File: config.mk
export PLATFORM = sky130hd
export DESIGN_NAME = integer_partition_generator_flat
export DESIGN_NICKNAME = d
export VERILOG_FILES = /design/src/rtl/ipg_pkg.sv /design/src/rtl/ipg_req_if.sv /design/src/rtl/ipg_rsp_if.sv /design/src/rtl/ipg_out_stage.sv /design/src/rtl/integer_partition_generator.sv /design/src/flat_wrapper.sv
export SDC_FILE = /design/constraint.sdc
export NUM_CORES = 1
export LEC_CHECK = 0
export BUFFER_PORTS_ARGS = -buffer_cell sky130_fd_sc_hd__buf_2
export CORE_MARGIN = 2
export CORE_UTILIZATION = 40
export CTS_CLUSTER_SIZE = 25
export DETAILED_ROUTE_END_ITERATION = 8
export GPL_TIMING_DRIVEN = 0
export PLACE_DENSITY = 0.68
export SYNTH_ARGS = -nofsm -noshare
export SYNTH_HDL_FRONTEND = slang
export SYNTH_SLANG_ARGS = --single-unit
export TNS_END_PERCENT = 30
File: constraint.sdc
create_clock -name clk -period 4.2 [get_ports clk]
set_input_delay 0.21 -clock clk [delete_from_list [all_inputs] [get_ports clk]]
set_output_delay 0.21 -clock clk [all_outputs]
set_load 0.02 [all_outputs]
File: src/rtl/ipg_pkg.sv
`timescale 1ns / 1ps
// ----------------------------------------------------------------------------
// ipg_pkg
// Shared widths, command codes and the read-pipeline record of the integer
// partition generator.
// ----------------------------------------------------------------------------
package ipg_pkg;

	// largest total and store depth
	localparam int MAX_TOTAL = 32;
	localparam int IDX_W     = $clog2(MAX_TOTAL);
	localparam int CNT_W     = $clog2(MAX_TOTAL + 1);

	// payload field widths
	localparam int CMD_W   = 1;
	localparam int TOTAL_W = 6;
	localparam int PART_W  = 6;
	localparam int POS_W   = 5;

	// request command codes
	localparam logic [CMD_W-1:0] CMD_START = 1'b0;
	localparam logic [CMD_W-1:0] CMD_NEXT  = 1'b1;

	// one pending result between the store read and the output register
	typedef struct packed {
		logic             valid;
		logic             exh;
		logic [POS_W-1:0] pos;
		logic             last;
		logic             fin;
	} ipg_pend_t;

endpackage

File: src/rtl/ipg_req_if.sv
`timescale 1ns / 1ps
// ----------------------------------------------------------------------------
// ipg_req_if
// Request channel: a start or next command with the total to partition.
// ----------------------------------------------------------------------------
interface ipg_req_if;

	logic                          valid;
	logic                          ready;
	logic [ipg_pkg::CMD_W-1:0]     command;
	logic [ipg_pkg::TOTAL_W-1:0]   total;

	modport source (output valid, output command, output total, input ready);
	modport sink   (input valid, input command, input total, output ready);

endinterface

File: src/rtl/ipg_rsp_if.sv
`timescale 1ns / 1ps
// ----------------------------------------------------------------------------
// ipg_rsp_if
// Result channel: one part of a partition with its position and marks.
// ----------------------------------------------------------------------------
interface ipg_rsp_if;

	logic                        valid;
	logic                        ready;
	logic [ipg_pkg::PART_W-1:0]  part;
	logic [ipg_pkg::POS_W-1:0]   position;
	logic                        last_part;
	logic                        final_partition;
	logic                        exhausted;

	modport source (output valid, output part, output position, output last_part,
		output final_partition, output exhausted, input ready);
	modport sink   (input valid, input part, input position, input last_part,
		input final_partition, input exhausted, output ready);

endinterface

File: src/rtl/ipg_out_stage.sv
`timescale 1ns / 1ps
// ----------------------------------------------------------------------------
// ipg_out_stage
// Output register of the result channel. Takes a pending result together
// with the store read data and holds it until the sink takes it.
// ----------------------------------------------------------------------------
module ipg_out_stage (
	input  logic                       clk,
	input  logic                       arst_n,
	input  ipg_pkg::ipg_pend_t         pend,
	input  logic [ipg_pkg::PART_W-1:0] rd_data,
	output logic                       take,
	ipg_rsp_if.source                  rsp
);

	logic                       valid_q;
	logic [ipg_pkg::PART_W-1:0] part_q;
	logic [ipg_pkg::POS_W-1:0]  position_q;
	logic                       last_q;
	logic                       fin_q;
	logic                       exh_q;

	// load when the register is empty or being emptied
	assign take = pend.valid && (!valid_q || rsp.ready);

	// valid flag
	always_ff @(posedge clk or negedge arst_n) begin
		if (!arst_n) begin
			valid_q <= 1'b0;
		end else if (take) begin
			valid_q <= 1'b1;
		end else if (rsp.ready) begin
			valid_q <= 1'b0;
		end
	end

	// payload, exhausted results carry a zero part
	always_ff @(posedge clk) begin
		if (take) begin
			part_q     <= pend.exh ? '0 : rd_data;
			position_q <= pend.pos;
			last_q     <= pend.last;
			fin_q      <= pend.fin;
			exh_q      <= pend.exh;
		end
	end

	assign rsp.valid           = valid_q;
	assign rsp.part            = part_q;
	assign rsp.position        = position_q;
	assign rsp.last_part       = last_q;
	assign rsp.final_partition = fin_q;
	assign rsp.exhausted       = exh_q;

endmodule

File: src/rtl/integer_partition_generator.sv
`timescale 1ns / 1ps
// ----------------------------------------------------------------------------
// integer_partition_generator
// Lists the partitions of a total in reverse lexicographic order, one
// partition per request, emitted one part per result, largest part first.
//
//   channel  dir  payload
//   req      in   command, total
//   rsp      out  part, position, last_part, final_partition, exhausted
//
// A start writes the total as a single part and emits it. A next runs a
// backward scan of the store over the trailing ones, a refill (one write per
// rewritten part) and then emits the parts, one store read per part.
// There is no clearing pass after reset: store entries are read only once
// written. A stalled sink holds the output register; the next request is
// taken once the last part has left the read stage.
// ----------------------------------------------------------------------------
module integer_partition_generator (
	input  logic      clk,
	input  logic      arst_n,
	ipg_req_if.sink   req,
	ipg_rsp_if.source rsp
);

	typedef enum logic [1:0] {
		ST_IDLE,
		ST_SCAN,
		ST_FILL,
		ST_EMIT
	} state_t;

	state_t state_q;

	logic [ipg_pkg::CNT_W-1:0]  count_q;
	logic [ipg_pkg::PART_W-1:0] target_q;
	logic                       active_q;
	logic [ipg_pkg::IDX_W-1:0]  j_q;
	logic [ipg_pkg::IDX_W-1:0]  k_q;
	logic [ipg_pkg::PART_W-1:0] v_q;
	logic [ipg_pkg::PART_W-1:0] rem_q;
	logic [ipg_pkg::CNT_W-1:0]  e_q;
	ipg_pkg::ipg_pend_t         pend_q;

	// part store
	logic [ipg_pkg::PART_W-1:0] mem [ipg_pkg::MAX_TOTAL];
	logic [ipg_pkg::PART_W-1:0] rd_data_q;
	logic                       rd_en;
	logic [ipg_pkg::IDX_W-1:0]  rd_addr;
	logic                       wr_en;
	logic [ipg_pkg::IDX_W-1:0]  wr_addr;
	logic [ipg_pkg::PART_W-1:0] wr_data;

	logic                       req_fire;
	logic                       is_start;
	logic [ipg_pkg::PART_W-1:0] tot_sat;
	logic                       next_dead;
	logic                       scan_more;
	logic [ipg_pkg::PART_W-1:0] fill_wv;
	logic [ipg_pkg::PART_W-1:0] fill_rem;
	logic                       emit_last;
	logic                       issue;
	logic                       take;

	// request decode
	assign req.ready = (state_q == ST_IDLE) && !pend_q.valid;
	assign req_fire  = req.valid && req.ready;
	assign is_start  = (req.command == ipg_pkg::CMD_START);
	assign tot_sat   = (req.total > ipg_pkg::PART_W'(ipg_pkg::MAX_TOTAL)) ?
		ipg_pkg::PART_W'(ipg_pkg::MAX_TOTAL) : req.total;
	assign next_dead = !active_q || (count_q == '0) ||
		(ipg_pkg::PART_W'(count_q) >= target_q);

	// scan, refill and emit steps
	assign scan_more = (j_q != '0) && (rd_data_q <= ipg_pkg::PART_W'(1));
	assign fill_wv   = (rem_q >= v_q) ? v_q : rem_q;
	assign fill_rem  = rem_q - fill_wv;
	assign emit_last = ((e_q + ipg_pkg::CNT_W'(1)) == count_q);
	assign issue     = (state_q == ST_EMIT) && (!pend_q.valid || take);

	// store port selection
	always_comb begin
		rd_en   = 1'b0;
		rd_addr = '0;
		wr_en   = 1'b0;
		wr_addr = '0;
		wr_data = '0;
		case (state_q)
			ST_IDLE: begin
				if (req_fire && is_start && (req.total != '0)) begin
					wr_en   = 1'b1;
					wr_data = tot_sat;
				end
				if (req_fire && !is_start && !next_dead) begin
					rd_en   = 1'b1;
					rd_addr = ipg_pkg::IDX_W'(count_q - ipg_pkg::CNT_W'(1));
				end
			end
			ST_SCAN: begin
				if (scan_more) begin
					rd_en   = 1'b1;
					rd_addr = j_q - ipg_pkg::IDX_W'(1);
				end
			end
			ST_FILL: begin
				wr_en   = 1'b1;
				wr_addr = k_q;
				wr_data = fill_wv;
			end
			ST_EMIT: begin
				rd_en   = issue;
				rd_addr = e_q[ipg_pkg::IDX_W-1:0];
			end
			default: begin
				rd_en = 1'b0;
			end
		endcase
	end

	// synchronous store, registered read data
	always_ff @(posedge clk) begin
		if (wr_en) begin
			mem[wr_addr] <= wr_data;
		end
		if (rd_en) begin
			rd_data_q <= mem[rd_addr];
		end
	end

	// sequencer
	always_ff @(posedge clk or negedge arst_n) begin
		if (!arst_n) begin
			state_q  <= ST_IDLE;
			count_q  <= '0;
			target_q <= '0;
			active_q <= 1'b0;
			j_q      <= '0;
			k_q      <= '0;
			v_q      <= '0;
			rem_q    <= '0;
			e_q      <= '0;
			pend_q   <= '0;
		end else begin
			// free the pending slot unless a new part is issued on the same edge
			if (take && !issue) begin
				pend_q.valid <= 1'b0;
			end
			case (state_q)
				ST_IDLE: begin
					if (req_fire) begin
						if ((is_start && (req.total == '0)) || (!is_start && next_dead)) begin
							// exhausted result
							active_q <= 1'b0;
							pend_q   <= '{valid: 1'b1, exh: 1'b1, pos: '0, last: 1'b1,
								fin: 1'b0};
						end else if (is_start) begin
							target_q <= tot_sat;
							count_q  <= ipg_pkg::CNT_W'(1);
							active_q <= 1'b1;
							e_q      <= '0;
							state_q  <= ST_EMIT;
						end else begin
							j_q     <= ipg_pkg::IDX_W'(count_q - ipg_pkg::CNT_W'(1));
							state_q <= ST_SCAN;
						end
					end
				end
				ST_SCAN: begin
					// walk back over trailing ones to the part to lower
					if (scan_more) begin
						j_q <= j_q - ipg_pkg::IDX_W'(1);
					end else begin
						v_q     <= rd_data_q - ipg_pkg::PART_W'(1);
						rem_q   <= rd_data_q + ipg_pkg::PART_W'(count_q -
							ipg_pkg::CNT_W'(1) - ipg_pkg::CNT_W'(j_q));
						k_q     <= j_q;
						state_q <= ST_FILL;
					end
				end
				ST_FILL: begin
					// refill with the lowered part, then the remainder
					rem_q <= fill_rem;
					k_q   <= k_q + ipg_pkg::IDX_W'(1);
					if (fill_rem == '0) begin
						count_q <= ipg_pkg::CNT_W'(k_q) + ipg_pkg::CNT_W'(1);
						e_q     <= '0;
						state_q <= ST_EMIT;
					end
				end
				ST_EMIT: begin
					// one store read per part
					if (issue) begin
						pend_q <= '{valid: 1'b1, exh: 1'b0,
							pos: ipg_pkg::POS_W'(e_q), last: emit_last,
							fin: (ipg_pkg::PART_W'(count_q) == target_q)};
						e_q    <= e_q + ipg_pkg::CNT_W'(1);
						if (emit_last) begin
							state_q <= ST_IDLE;
						end
					end
				end
				default: begin
					state_q <= ST_IDLE;
				end
			endcase
		end
	end

	ipg_out_stage u_out (
		.clk     (clk),
		.arst_n  (arst_n),
		.pend    (pend_q),
		.rd_data (rd_data_q),
		.take    (take),
		.rsp     (rsp)
	);

`ifndef SYNTHESIS
	a_fill_rem: assert property (@(posedge clk) disable iff (!arst_n)
		(state_q == ST_FILL) |-> (rem_q != '0))
		else $error("refill entered with nothing left to place");

	a_emit_count: assert property (@(posedge clk) disable iff (!arst_n)
		(state_q == ST_EMIT) |-> ((count_q != '0) &&
		(ipg_pkg::PART_W'(count_q) <= target_q)))
		else $error("part count out of range while emitting");

	a_scan_exit: assert property (@(posedge clk) disable iff (!arst_n)
		(state_q == ST_SCAN) |=> ((state_q == ST_SCAN) || (state_q == ST_FILL)))
		else $error("scan left without refill");

	a_exh_last: assert property (@(posedge clk) disable iff (!arst_n)
		(pend_q.valid && pend_q.exh) |-> (pend_q.last && (pend_q.pos == '0)))
		else $error("exhausted result not a single last part");
`endif

endmodule
File: src/flat_wrapper.sv
// flat-port wrapper written by rule: the top's interface ports become plain ports
module integer_partition_generator_flat 
  (clk, arst_n, req_valid, req_command, req_total, req_ready, rsp_valid, rsp_part, rsp_position, rsp_last_part, rsp_final_partition, rsp_exhausted, rsp_ready);
  ipg_req_if req_i ();
  ipg_rsp_if rsp_i ();
  input  logic clk;
  input  logic arst_n;
  input wire logic [$bits(req_i.valid)-1:0] req_valid;
  input wire logic [$bits(req_i.command)-1:0] req_command;
  input wire logic [$bits(req_i.total)-1:0] req_total;
  output wire logic [$bits(req_i.ready)-1:0] req_ready;
  output wire logic [$bits(rsp_i.valid)-1:0] rsp_valid;
  output wire logic [$bits(rsp_i.part)-1:0] rsp_part;
  output wire logic [$bits(rsp_i.position)-1:0] rsp_position;
  output wire logic [$bits(rsp_i.last_part)-1:0] rsp_last_part;
  output wire logic [$bits(rsp_i.final_partition)-1:0] rsp_final_partition;
  output wire logic [$bits(rsp_i.exhausted)-1:0] rsp_exhausted;
  input wire logic [$bits(rsp_i.ready)-1:0] rsp_ready;
  assign req_i.valid = req_valid;
  assign req_i.command = req_command;
  assign req_i.total = req_total;
  assign req_ready = req_i.ready;
  assign rsp_valid = rsp_i.valid;
  assign rsp_part = rsp_i.part;
  assign rsp_position = rsp_i.position;
  assign rsp_last_part = rsp_i.last_part;
  assign rsp_final_partition = rsp_i.final_partition;
  assign rsp_exhausted = rsp_i.exhausted;
  assign rsp_i.ready = rsp_ready;
  integer_partition_generator u_core (.clk(clk), .arst_n(arst_n), .req(req_i), .rsp(rsp_i));
endmodule
==> flow_summary.yaml <==
sta:
  rsz0062_at_grt: "true"
  period_share: 0.971
  worstMarginPinSlew_ns: 1.10
  final_hold_viol_count: 0
  whs_ns: 0.0703
  finalMaxSlewViolations: 0
  fin_skew_ns: 0.0242
  finalCriticalPeriod_ns: 4.08
  setup_viol: 0
  fmax_mhz: 245
  tns_ns: 0
  maxSlewHeadroom: 0.265
cts:
  clk_path_buf_depth: 3
  clkLatencyLatePin_ns: 0.57
  clkSinkCount: 265
  cts_tree: "built"
  cts_buffers: 28
  clockRootBuffer: "clkbuf_16"
  cts-htree-levels: 1
  clk_pin_slew_ns: 0.06
drt:
  drtIter0Drc: 805
  wl_per_cell_um: 21.8
  dr.pass1.iters: 7
  vias: 8855
  wl_mm: 33.5
  vias_per_cell: 5.77
  drcViolationCount: 0
  ant_nets: 0
worst_hold_path:
  hold_path_end: "u_core.target_q[5]"
  worstHoldPathType: "in2reg"
  hp-start: "req_total[5]"
  whs_path_depth: 3
cells_and_area:
  area_delta_synth_final_pct: 15.4
  diodes: 0
  reg_top3: "u_core.mem x192, u_core.pend_q x9"
  post-route-util: 0.468
  nNetsFinal: 1165
  stdcell_area_mm2: 0.0147
  stdcell_count: 1535
  largest_reg_flops: 192
  top_register: "u_core.mem"
  layout-drive-gt1-share: 0.171
setup_path:
  crit_path_end_kind: "register"
  ff2ff_path_depth: 11
  critical_path.max_fanout: 9
  crit_required_ns: 4.48
  r2r_start: "u_core.count_q[0]"
  arrival_ns: 4.36
  reg2reg_to: "u_core.rd_data_q[5]"
  cp-start-kind: "register"
  path_class: "reg2reg"
  ff2ff_setup_slack_ns: 0.12
global_routing:
  grt_pass1_vias: 8723
  grt_pass1_wl_mm: 51.3
  grt_usage: 0.202
  antenna_found_initial: 0
  gr-total-overflow: 0
  grt_max_degree: 54
synth:
  synth_edf_count: 212
  syn_inst: 1031
  async_flop_share: 0.200
  syn_nets: 1082
  synth.top_cell.area_share: 0.498
  seq_area_frac_synth: 0.602
  ys_seq_elements: 265
  yosysTopAreaCell: "edfxtp_1"
  syn_area_per_cell_um2: 12.4
  synth_area_leaders: "edfxtp_1 (50%), dfrtp_1 (10%), mux2i_1 (5.1%)"
  syn-cell-area_mm2: 0.0128
  ys.warnings.count: 0
  yosysUniqueCellTypes: 76
  synth_ff_type: "edfxtp_1"
floorplan:
  io_pins: 27
  rows: 65
  start_util: 0.406
  dieHeight_um: 183
  fp.dieArea_mm2: 0.0334
  die_w_um: 183
  core_mm2: 0.0315
pwr:
  p_per_area_mw_per_mm2: 771
  p_leak_nw: 5.36
  ir_drop_v: 0.000471
placement:
  io_buffer_count: 26
  gp_congestion: 0.971
  hpwl_mm: 23.4
  dp_cells: 1463
  dpl_cell_area_mm2: 0.0135
outcome:
  outcome: "finished, final reports clean"
run:
  maxCapViolCount: 0
==> worst max-delay path by stage <==
stage	from	endpoint	slack, ns	depth (start not counted)
after floorplan	u_core.rem_q[1]	u_core.count_q[0]	0.05	17
after global placement	u_core.rem_q[0]	u_core.mem[22][3]	-1.47	11
after detailed placement	u_core.rem_q[0]	u_core.count_q[4]	-0.66	19
after CTS	u_core.v_q[1]	u_core.count_q[0]	0.02	18
after global routing	u_core.state_q[0]	u_core.mem[7][1]	-0.03	7
final	u_core.count_q[0]	u_core.rd_data_q[5]	0.12	11
==> layout by cell type (no fill, tap or decap), types with 16 or more instances in the layout <==
cell type / count
a211oi_1: 19
a21oi_1: 24
buf_2: 36
buf_4: 22
clkbuf_1: 27
clkbuf_16: 28
dfrtp_1: 53
edfxtp_1: 212
ha_1: 32
inv_1: 48
mux2i_1: 63
nand2_1: 76
nand3_1: 42
nor2_1: 67
nor3_1: 17
o21ai_0: 69
or2_2: 16
==> cells in the mapped netlist (4+ instances only) <==
master / number
fa_1: 6
nor2b_1: 12
a21oi_2: 4
xnor2_1: 14
a32oi_1: 10
edfxtp_1: 212
inv_1: 50
buf_2: 10
a22o_1: 12
nor3_1: 17
a2111oi_0: 4
buf_6: 5
buf_4: 4
o21ai_0: 78
mux2_2: 10
mux2i_1: 65
dfrtp_1: 53
a21oi_1: 26
nand3b_1: 5
a211oi_1: 19
a21boi_0: 4
nand2_1: 77
nor2_1: 81
a31oi_1: 6
nand3_1: 42
xor2_1: 15
nand2b_1: 5
o21ai_1: 6
a21o_1: 9
nor3_2: 4
clkbuf_1: 25
or2_2: 16
nand4_1: 7
ha_1: 34
a22oi_1: 6
o221ai_1: 13
==> critical path: stages (launching register included) <==
cell       delay, ns
dfrtp_1         0.50
inv_1           0.23
ha_1            0.28
xor2_1          0.43
and2_1          0.23
nand3_1         0.19
o21a_1          0.22
buf_2           0.19
a21oi_2         0.46
o221ai_1        0.24
a2111oi_0       0.72
a41oi_1         0.12
==> metrics by stage <==
step	setup slack (ns)	power, mW
floorplan	0.0465	6.94
global placement	-1.47	8.24
detailed placement	-0.659	8.40
CTS	0.0227	11.0
global route	-0.0289	12.0
finish	0.120	11.4
==> power by group <==
group / internal [mW] / switching, mW / total [mW]
clock: 1.29 / 1.02 / 2.32
combinational: 2.00 / 3.20 / 5.20
sequential: 3.52 / 0.322 / 3.84
==> routing by layer <==
metal / global-route usage / wire [µm]
met2: 0.322 / 15300
met5: 0 / 0
met1: 0.269 / 13900
met4: 0.0810 / 1370
met3: 0.0463 / 2960
==> logic make-up (layout without fill, tap and decap cells) <==
| logic type | count (synthesis) | count (layout) | synth area share |
|---|---|---|---|
| AO/OA/AOI/OAI | 231 | 231 | 0.123 |
| XOR/XNOR | 29 | 29 | 0.0199 |
| adder cells (fa/ha/maj) | 40 | 40 | 0.0427 |
| buffers and inverters | 97 | 199 | 0.0336 |
| flip-flops | 265 | 265 | 0.602 |
| multiplexers | 80 | 80 | 0.0671 |
| AND/OR/NAND/NOR | 289 | 289 | 0.111 |
==> cell type report <==
| cell class | count | area (µm²) |
|---|---|---|
| fillers | 2752 | 16700 |
| flip-flops and latches | 265 | 7690 |
| multi-input cells | 669 | 4870 |
| clock buffers | 33 | 729 |
| well taps | 402 | 503 |
| repair buffers | 54 | 403 |
| plain buffers | 46 | 240 |
| inverters | 50 | 188 |
| clock inverters | 16 | 118 |
==> repair_timing <==
action	4_1_cts	5_1_grt
gates resized for setup	32	26
endpoints found under the setup margin	210	57
pin swaps	11	12
setup buffers	11	6
endpoints found under the hold margin	59	0
hold buffers	7	0
(Power assumes the default switching activity.)
